### src/rtl/lps_pkg.sv
`timescale 1ns / 1ps

package lps_pkg;

	localparam int DELAY_W = 10;
	localparam int LEVEL_W = 7;
	localparam int INDEX_W = 4;
	localparam int FLAGS_W = 4;

	// operation codes
	localparam logic OP_TICK    = 1'b0;
	localparam logic OP_COMMAND = 1'b1;

	// command flag positions, lowest set bit wins
	localparam int CMD_OFF     = 0;
	localparam int CMD_FAST    = 1;
	localparam int CMD_SLOW    = 2;
	localparam int CMD_BREATHE = 3;

	typedef enum logic [1:0] {
		MODE_IDLE    = 2'd0,
		MODE_FAST    = 2'd1,
		MODE_SLOW    = 2'd2,
		MODE_BREATHE = 2'd3
	} mode_t;

	typedef struct packed {
		logic [FLAGS_W-1:0] command_flags;
		logic               operation;
	} in_item_t;

	typedef struct packed {
		logic               running;
		logic [LEVEL_W-1:0] duty_percent;
	} result_t;

	typedef struct packed {
		logic [DELAY_W-1:0] delay_ms;
		logic [LEVEL_W-1:0] level;
	} step_t;

	function automatic logic [INDEX_W-1:0] step_count(input mode_t mode);
		logic [INDEX_W-1:0] n;
		unique case (mode)
			MODE_FAST: n = INDEX_W'(8);
			MODE_SLOW: n = INDEX_W'(2);
			default:   n = INDEX_W'(11);
		endcase
		return n;
	endfunction

	function automatic step_t step_lookup(input mode_t mode, input logic [INDEX_W-1:0] idx);
		step_t s;
		s = '{delay_ms: DELAY_W'(50), level: LEVEL_W'(0)};
		unique case (mode)
			MODE_FAST: begin
				unique case (idx)
					4'd0, 4'd2, 4'd4, 4'd6: s = '{DELAY_W'(50), LEVEL_W'(100)};
					4'd7:                   s = '{DELAY_W'(500), LEVEL_W'(0)};
					default:                s = '{DELAY_W'(50), LEVEL_W'(0)};
				endcase
			end
			MODE_SLOW: begin
				unique case (idx)
					4'd0:    s = '{DELAY_W'(600), LEVEL_W'(100)};
					default: s = '{DELAY_W'(600), LEVEL_W'(0)};
				endcase
			end
			default: begin
				unique case (idx)
					4'd0, 4'd8: s = '{DELAY_W'(50), LEVEL_W'(20)};
					4'd1, 4'd7: s = '{DELAY_W'(50), LEVEL_W'(40)};
					4'd2, 4'd6: s = '{DELAY_W'(50), LEVEL_W'(60)};
					4'd3, 4'd5: s = '{DELAY_W'(50), LEVEL_W'(80)};
					4'd4:       s = '{DELAY_W'(50), LEVEL_W'(100)};
					4'd9:       s = '{DELAY_W'(50), LEVEL_W'(10)};
					4'd10:      s = '{DELAY_W'(500), LEVEL_W'(1)};
					default:    s = '{DELAY_W'(50), LEVEL_W'(20)};
				endcase
			end
		endcase
		return s;
	endfunction

endpackage

### src/rtl/lps_seq_core.sv
`timescale 1ns / 1ps

module lps_seq_core #(
	parameter int DUTY_FULL_SCALE = 100
) (
	input  logic              clk,
	input  logic              arst_n,
	input  logic              en,
	input  lps_pkg::in_item_t item,
	output lps_pkg::result_t  result
);

	localparam int LW = lps_pkg::LEVEL_W;
	localparam int IW = lps_pkg::INDEX_W;
	localparam int DW = lps_pkg::DELAY_W;
	localparam int LEVELS = 1 << LW;

	typedef logic [LW-1:0] pct_tab_t [LEVELS];

	// level -> percent, built at elaboration
	function automatic pct_tab_t build_pct_tab();
		pct_tab_t tab;
		int lvl;
		for (int i = 0; i < LEVELS; i++) begin
			lvl = (i > DUTY_FULL_SCALE) ? DUTY_FULL_SCALE : i;
			tab[i] = LW'((lvl * 100) / DUTY_FULL_SCALE);
		end
		return tab;
	endfunction

	localparam pct_tab_t PCT_TAB = build_pct_tab();

	lps_pkg::mode_t  mode_q, mode_d;
	logic [IW-1:0]   step_q, step_d;
	logic [DW-1:0]   ticks_q, ticks_d;
	logic [LW-1:0]   duty_q, duty_d;

	logic [DW-1:0]   ticks_dec;
	logic [IW-1:0]   len;
	logic [IW-1:0]   idx;
	logic [IW:0]     idx_inc;
	lps_pkg::step_t  entry;

	always_comb begin
		ticks_dec = (ticks_q != '0) ? ticks_q - DW'(1) : '0;
		len       = lps_pkg::step_count(mode_q);
		idx       = (step_q >= len) ? '0 : step_q;
		idx_inc   = {1'b0, idx} + (IW+1)'(1);
		entry     = lps_pkg::step_lookup(mode_q, idx);
	end

	always_comb begin
		mode_d  = mode_q;
		step_d  = step_q;
		ticks_d = ticks_q;
		duty_d  = duty_q;
		if (item.operation == lps_pkg::OP_COMMAND) begin
			priority if (item.command_flags[lps_pkg::CMD_OFF]) begin
				mode_d  = lps_pkg::MODE_IDLE;
				ticks_d = '0;
				duty_d  = '0;
			end else if (item.command_flags[lps_pkg::CMD_FAST]) begin
				mode_d  = lps_pkg::MODE_FAST;
				step_d  = '0;
				ticks_d = DW'(1);
			end else if (item.command_flags[lps_pkg::CMD_SLOW]) begin
				mode_d  = lps_pkg::MODE_SLOW;
				step_d  = '0;
				ticks_d = DW'(1);
			end else if (item.command_flags[lps_pkg::CMD_BREATHE]) begin
				mode_d  = lps_pkg::MODE_BREATHE;
				step_d  = '0;
				ticks_d = DW'(1);
			end else begin
				// no flag set: state holds
				mode_d  = mode_q;
			end
		end else if (mode_q != lps_pkg::MODE_IDLE) begin
			ticks_d = ticks_dec;
			if (ticks_dec == '0) begin
				duty_d  = entry.level;
				ticks_d = entry.delay_ms;
				step_d  = (idx_inc >= {1'b0, len}) ? '0 : idx_inc[IW-1:0];
			end
		end
	end

	always_ff @(posedge clk or negedge arst_n) begin
		if (!arst_n) begin
			mode_q  <= lps_pkg::MODE_IDLE;
			step_q  <= '0;
			ticks_q <= '0;
			duty_q  <= '0;
		end else if (en) begin
			mode_q  <= mode_d;
			step_q  <= step_d;
			ticks_q <= ticks_d;
			duty_q  <= duty_d;
		end
	end

	assign result.duty_percent = PCT_TAB[duty_d];
	assign result.running      = (mode_d != lps_pkg::MODE_IDLE);

endmodule

### src/rtl/led_pattern_sequencer_top.sv
`timescale 1ns / 1ps

// LED pattern sequencer: every input beat is a millisecond tick or a command
// (off, fast, slow, breathe; lowest flag wins) and yields exactly one output
// beat with the PWM duty in percent and a running flag. One beat is taken per
// clock while m_axis_tready does not stall the output; a beat is held in the
// input register, where the countdown and table step are applied, and then
// moves on to the output register.

module led_pattern_sequencer_top #(
	parameter int DUTY_FULL_SCALE = 100
) (
	input  logic       clk,
	input  logic       arst_n,
	input  logic       s_axis_tvalid,
	output logic       s_axis_tready,
	input  logic [7:0] s_axis_tdata,  // [0] operation, [4:1] command_flags, [7:5] zero
	output logic       m_axis_tvalid,
	input  logic       m_axis_tready,
	output logic [7:0] m_axis_tdata   // [6:0] duty_percent, [7] running
);

	logic              valid_s1;
	lps_pkg::in_item_t item_s1;
	logic              valid_s2;
	lps_pkg::result_t  result_s2;
	lps_pkg::result_t  core_result;
	logic              advance;
	logic              take;

	assign advance       = !valid_s2 || m_axis_tready;
	assign s_axis_tready = !valid_s1 || advance;
	assign take          = valid_s1 && advance;

	always_ff @(posedge clk or negedge arst_n) begin
		if (!arst_n) begin
			valid_s1 <= 1'b0;
		end else if (s_axis_tready) begin
			valid_s1 <= s_axis_tvalid;
		end
	end

	always_ff @(posedge clk) begin
		if (s_axis_tready && s_axis_tvalid) begin
			item_s1.operation     <= s_axis_tdata[0];
			item_s1.command_flags <= s_axis_tdata[4:1];
		end
	end

	lps_seq_core #(
		.DUTY_FULL_SCALE(DUTY_FULL_SCALE)
	) u_core (
		.clk    (clk),
		.arst_n (arst_n),
		.en     (take),
		.item   (item_s1),
		.result (core_result)
	);

	always_ff @(posedge clk or negedge arst_n) begin
		if (!arst_n) begin
			valid_s2 <= 1'b0;
		end else if (advance) begin
			valid_s2 <= valid_s1;
		end
	end

	always_ff @(posedge clk) begin
		if (take) begin
			result_s2 <= core_result;
		end
	end

	assign m_axis_tvalid = valid_s2;
	assign m_axis_tdata  = {result_s2.running, result_s2.duty_percent};

endmodule
### config.mk
export PLATFORM = sky130hd
export DESIGN_NAME = led_pattern_sequencer_top
export DESIGN_NICKNAME = d
export VERILOG_FILES = /design/src/rtl/lps_pkg.sv /design/src/rtl/lps_seq_core.sv /design/src/rtl/led_pattern_sequencer_top.sv
export SDC_FILE = /design/constraint.sdc
export NUM_CORES = 1
export LEC_CHECK = 0
export BUFFER_PORTS_ARGS = -buffer_cell sky130_fd_sc_hd__clkbuf_2
export CORE_MARGIN = 2
export CORE_UTILIZATION = 45
export DETAILED_ROUTE_END_ITERATION = 8
export GPL_TIMING_DRIVEN = 0
export PLACE_DENSITY = 0.69
export SETUP_SLACK_MARGIN = 0.4
export SLEW_MARGIN = 20
export SYNTH_ARGS = -nofsm -noshare
export SYNTH_HDL_FRONTEND = slang
export SYNTH_HIERARCHICAL = 1
export SYNTH_SLANG_ARGS = --single-unit
### constraint.sdc
create_clock -name clk -period 3.75 [get_ports clk]
set_input_delay 0.375 -clock clk [delete_from_list [all_inputs] [get_ports clk]]
set_output_delay 0.375 -clock clk [all_outputs]
set_load 0.1 [all_outputs]
==> results_dict.tcl, run 1 <==
set metrics [dict create \
    status "completed" \
    die_w_um 82.0 \
    cts_sinks 38 \
    synth_edf_count 13 \
    grt_first_pass_wirelength_mm 11.4 \
    grt_pass1_vias 2369 \
    yosysUniqueCellTypes 59 \
    gr-usage-all-layers 0.223 \
    rsz0062_at_grt "yes" \
    die-area_mm2 0.00672 \
    clock_latency_ps 310 \
    cap_violations 0 \
    crit_path_start_kind "flop" \
    grt.overflow.total 0 \
    ys_seq_elements 38 \
    vias_per_cell 5.97 \
    critPathSlowestCell "dfrtp_1" \
    critPathMaxStageDelay_ps 400 \
    worstPathRequired_ps 3810 \
    avgRoutedWirePerCell_um 17.1 \
    cp_common_cell "ha_4" \
    syn_to_final_growth_pct 28.4 \
    cp-end-kind "flop" \
    drv_slew 0 \
    seq_power_share 0.213 \
    power.total_mw 3.03 \
    drt_iter0_drc 193 \
    worstSetupPathType "reg -> reg" \
    leakagePower_nw 1.46 \
    power.share.clock 0.143 \
    yosysMostFrequentCell "nand2_1" \
    p_switching_mw 1.40 \
    maxSlewHeadroom 0.494 \
    hold_class "in -> async" \
    drt_pass1_iterations 5 \
    insertedDiodeCount 0 \
    cts_tree "yes" \
    synth_common_cells "nand2_1 (33), nor2_1 (31), dfrtp_1 (25), o21ai_0 (20), ha_1 (16)" \
    comb_power_share 0.644 \
    dp_cells 397 \
    power_density_mw_per_mm2 863 \
    synth_cells 304 \
    grt_max_degree 26 \
    wirelength_mm 7.22 \
    fin_skew_ps 13.3 \
    antenna_found_initial 0 \
    ys_top_cells_by_area "dfrtp_1 (23%), edfxtp_1 (14%), ha_1 (7.3%)" \
    yosysTopAreaCell "dfrtp_1" \
    path_clk_slew_ps 90 \
    start_util 0.465 \
    tightest_slew_ps 758 \
    synth_ff_type "dfrtp_1" \
    synth-seq-area-share 0.371 \
    yosysWarnings 6 \
    port_buffers 18 \
    ios 22 \
    nets 375 \
    rows 28 \
    worst-path-max-fanout 4 \
    core_mm2 0.00589 \
    drive_gt1_frac 0.325 \
    post-route-period-util 0.934 \
    die_h_um 82.0 \
    cts_buffer_depth 2 \
    nFillCells 484 \
    synth.avg_cell_area_um2 9.01 \
    cts_max_level 2 \
    hold_viol_final 0 \
    synth_area_mm2 0.00274 \
    max_freq_ghz 0.286 \
    power.internal_mw 1.63 \
    synthArstFlopShare 0.658 \
    cts_buffers 5 \
    synth.net_count 332 \
    drcViolationCount 0 \
    worst_ir_drop_vdd_v 0.000391 \
    hpwl_mm 4.73 \
    ant_nets 0 \
    place.gp.congestion 0.931 \
    crit_chain "inv_2 > ha_4 > clkbuf_16 > inv_8 > ha_4 > nand2b_4 > a2111oi_4 > or2_4 > nand2_4 > ha_4 > o21ai_0 > and2_1 > o21a_1 > a221oi_2 > a31oi_2 > nand2b_4" \
    netlist.area_leader.share 0.229 \
    vias 2524 \
    setup_viol 0 \
    power_switching_share 0.463 \
    cts-root-buf "clkbuf_8" \
    stdcell_count 423 \
    finalCriticalPeriod_ps 3500 \
    cp.arrival_ps 3560 \
]
## power by group through the flow
| stage | Combinational, mW | Sequential, mW | Clock [mW] |
|---|---|---|---|
| 2_1_floorplan | 1.18 | 0.735 | 0 |
| 3_3_place_gp | 1.56 | 0.644 | 0 |
| 3_5_place_dp | 1.58 | 0.648 | 0 |
| 4_1_cts | 1.81 | 0.641 | 0.446 |
| 5_1_grt | 2.11 | 0.663 | 0.457 |
| 6_report | 1.95 | 0.647 | 0.435 |
## logic make-up after synthesis
logic type | after synthesis | synth area share
AND/OR/NAND/NOR | 113 | 0.218
multiplexers | 6 | 0.0229
flip-flops | 38 | 0.371
AO/OA/AOI/OAI | 98 | 0.253
XOR/XNOR | 4 | 0.0128
buffers and inverters | 29 | 0.0489
adder cells (fa/ha/maj) | 16 | 0.0731
## per-stage QoR
stage	hold WS, ps	TNS, ps	instance area (um2)	util	worst slack [ps]
floorplan	79.4	0	2860	-	302
global placement	466	0	3040	0.517	17.0
detailed placement	463	-11.7	3040	0.517	-11.7
CTS	128	0	3410	0.579	240
global route	158	0	3510	0.597	84.0
finish	107	0	3510	0.597	248
## flip-flops by register name, summed over array words and instances (netlist names)
signal	cells
u_core/duty_q	7
u_core/ticks_q	10
m_axis_tvalid	1
u_core/step_q	4
m_axis_tdata	8
item_s1	5
u_core/mode_q	2
valid_s1	1
## critical path: cells and delay by family (launching register included)
| family | cells | cell delay (ps) |
|---|---|---|
| AO/OA/AOI/OAI | 5 | 1080 |
| adder cells (fa/ha/maj) | 3 | 690 |
| buffers and inverters | 3 | 290 |
| flip-flops | 1 | 400 |
| AND/OR/NAND/NOR | 5 | 790 |
## per-layer routing
metal | global-route usage | share of wire | up-vias
met4 | 0.0817 | 0.025 | 0
met5 | 0 | 0 | -
met3 | 0.0374 | 0.055 | 22
li1 | - | - | 1192
met2 | 0.388 | 0.50 | 100
met1 | 0.277 | 0.42 | 1210
## path summary, 6_finish.rpt
kind	startpoint	endpoint	slack, ps	cells after the start
worst max-delay path	u_core/mode_q[1]	m_axis_tdata[2]	250	16
worst min-delay path	arst_n	u_core/duty_q[2]	110	1
min in group clk	s_axis_tdata[4]	item_s1[4]	250	1
max in group asynchronous	arst_n	u_core/duty_q[4]	3180	1
worst min register to register	valid_s1	m_axis_tvalid	550	1
worst max register to register	u_core/mode_q[1]	m_axis_tdata[2]	250	16
## placed cells by master (no fill, tap or decap), types with 10 or more instances in the layout
cell      count
buf_4        16
a21oi_1      10
o21ai_0      16
dfrtp_1      25
nand2_1      30
clkbuf_2     18
edfxtp_1     13
o21ai_1      13
nor2_1       29
## repair_timing
action,4_1_cts,5_1_grt
hold endpoints to repair,0,0
gates resized for setup,25,18
setup endpoints to repair,19,20
buffers inserted,16,2
hold buffers,0,0
pin swaps,15,9
## cell type report
type / count / area [um2] / area share
multi-input combinational: 237 / 1860 / 0.529
clock buffer: 5 / 68.8 / 0.0196
clock inverter: 3 / 68.8 / 0.0196
buffer: 15 / 103 / 0.0292
sequential: 38 / 1020 / 0.289
timing repair buffer: 36 / 240 / 0.0684
inverter: 14 / 65.1 / 0.0185
tap: 75 / 93.8 / 0.0267
Note: power is estimated with default switching activity, not from simulation.
==> run 2, diff against run 1 <==
PLACE_DENSITY = 0.67   (was 0.69)
clock period = 3.55 ns   (was 3.75 ns; I/O delays follow)
==> run 2 against run 1 <==
Effect of this change: design area is 2.0% higher; highest routed layer unchanged; worst hold slack worse by 13 ps; register-to-register slack got worse by 180 ps; wire length fell by 0.76%; total power is 6.3% higher; maximum frequency is 0.50% higher.
==> results_dict.tcl, run 2 (same netlist as run 1, synthesis figures left out) <==
set metrics [dict create \
    ctsHoldBuffers 0 \
    vias_per_cell 5.87 \
    grt_max_degree 26 \
    max_freq_ghz 0.287 \
    wirelength_mm 7.17 \
    cts_sinks 38 \
    cap_violations 0 \
    drt_pass1_iterations 4 \
    final_cell_mix "nand2_1 (30), nor2_1 (29), dfrtp_1 (25)" \
    cts_max_level 2 \
    largest_reg_flops 10 \
    grt_first_pass_wirelength_mm 11.5 \
    avgRoutedWirePerCell_um 16.8 \
    rr_startpoint "u_core/mode_q[1]" \
    maxSlewHeadroom 0.489 \
    start_util 0.465 \
    core_mm2 0.00589 \
    cts-root-buf "clkbuf_8" \
    rsz0062_at_grt "yes" \
    path_clk_slew_ps 90 \
    final_common_cell "nand2_1" \
    drt_iter0_drc 147 \
    crit_path_start_kind "flop" \
    final-seq-area_mm2 0.00102 \
    drcViolationCount 0 \
    cts_buffers 5 \
    worstPathRequired_ps 3600 \
    fin_skew_ps 10.1 \
    die_w_um 82.0 \
    nFillCells 506 \
    vias 2502 \
    place.gp.congestion 0.894 \
    gr-usage-all-layers 0.228 \
    syn_to_final_growth_pct 31.0 \
    hpwl_mm 4.87 \
    crit_path_start "u_core/mode_q[1]" \
    cts_buffer_depth 2 \
    power.total_mw 3.23 \
    multi_input_area_mm2 0.00192 \
    hold_viol_final 0 \
    hold_ws_ps 93.8 \
    cp-end-kind "flop" \
    worst_ir_drop_vdd_v 0.000444 \
    port_buffers 18 \
    drive_gt1_frac 0.362 \
    rows 28 \
    power_density_mw_per_mm2 900 \
    clock_latency_ps 300 \
    leakagePower_nw 1.47 \
    tightest_slew_ps 764 \
    hold_class "in -> async" \
    ant_nets 0 \
    worst-path-max-fanout 3 \
    setup_viol 0 \
    antenna_found_initial 0 \
    status "completed" \
    ios 22 \
    regMostFlops "u_core/ticks_q" \
    nets 378 \
    die-area_mm2 0.00672 \
    die_h_um 82.0 \
    worstSetupPathType "reg -> reg" \
    drv_slew 0 \
    tns_ps 0 \
    cp.arrival_ps 3530 \
    finalCriticalPeriod_ps 3480 \
    grt.overflow.total 0 \
    cts_tree "yes" \
    post-route-period-util 0.981 \
    insertedDiodeCount 0 \
    grt_pass1_vias 2358 \
]
-- run 2: worst paths after layout --
check | to | depth (start not counted) | slack, ps
worst max-delay path | m_axis_tdata[2] | 19 | 70
worst min-delay path | u_core/ticks_q[9] | 1 | 90
worst max register to register | m_axis_tdata[2] | 19 | 70
worst min register to register | u_core/duty_q[4] | 2 | 560
max in group asynchronous | u_core/ticks_q[5] | 1 | 2970
min in group clk | item_s1[3] | 1 | 230
-- run 2: layout make-up --
| class | instances | share of cell area |
|---|---|---|
| Timing Repair Buffer | 39 | 0.0712 |
| Sequential cell | 38 | 0.283 |
| Clock buffer | 5 | 0.0192 |
| Multi-Input combinational cell | 237 | 0.534 |
| Clock inverter | 3 | 0.0192 |
| Tap cell | 75 | 0.0262 |
| Buffer | 15 | 0.0286 |
| Inverter | 14 | 0.0181 |
-- run 2: metal layers --
layer  vias up  GRT usage  routed length [um]
met3        10     0.0407                 352
li1       1192          -                   -
met4         0     0.0817                 116
met1      1235      0.290                3100
met5         -          0                   0
met2        65      0.386                3600
-- run 2: metrics by stage --
step / instances / setup WS (ps) / utilization / area, um2
after floorplan: 304 / 102 / - / 2860
after global placement: 397 / -183 / 0.517 / 3040
after detailed placement: 397 / -221 / 0.517 / 3040
after CTS: 420 / 53.6 / 0.582 / 3420
after global routing: 426 / -61.8 / 0.609 / 3590
final: 426 / 65.8 / 0.609 / 3590
-- run 2: critical path, cell delays in order, from the launching register on --
cell and delay [ps]:
dfrtp_1 400, inv_2 80, ha_4 200, clkbuf_16 150
inv_8 50, ha_4 180, nand2b_4 140, a2111oi_4 300
or2_4 210, and2_4 190, inv_4 50, ha_4 160
o21ai_2 120, a21oi_2 70, o21bai_4 210, a32oi_2 210
mux2i_1 130, o21ai_1 170, a31oi_2 70, nand2b_1 160
-- run 2: power breakdown --
| group | internal [mW] | leakage (nW) | total (mW) | switching [mW] |
|---|---|---|---|---|
| sequential | 0.567 | 0.445 | 0.682 | 0.114 |
| clock | 0.282 | 0.0683 | 0.457 | 0.175 |
| combinational | 0.887 | 0.954 | 2.09 | 1.20 |
-- run 2: repair_timing --
| item | in CTS | in global routing |
|---|---|---|
| buffers inserted | 15 | 6 |
| pin swaps | 15 | 14 |
| setup endpoints to repair | 22 | 21 |
| resized for setup | 29 | 23 |
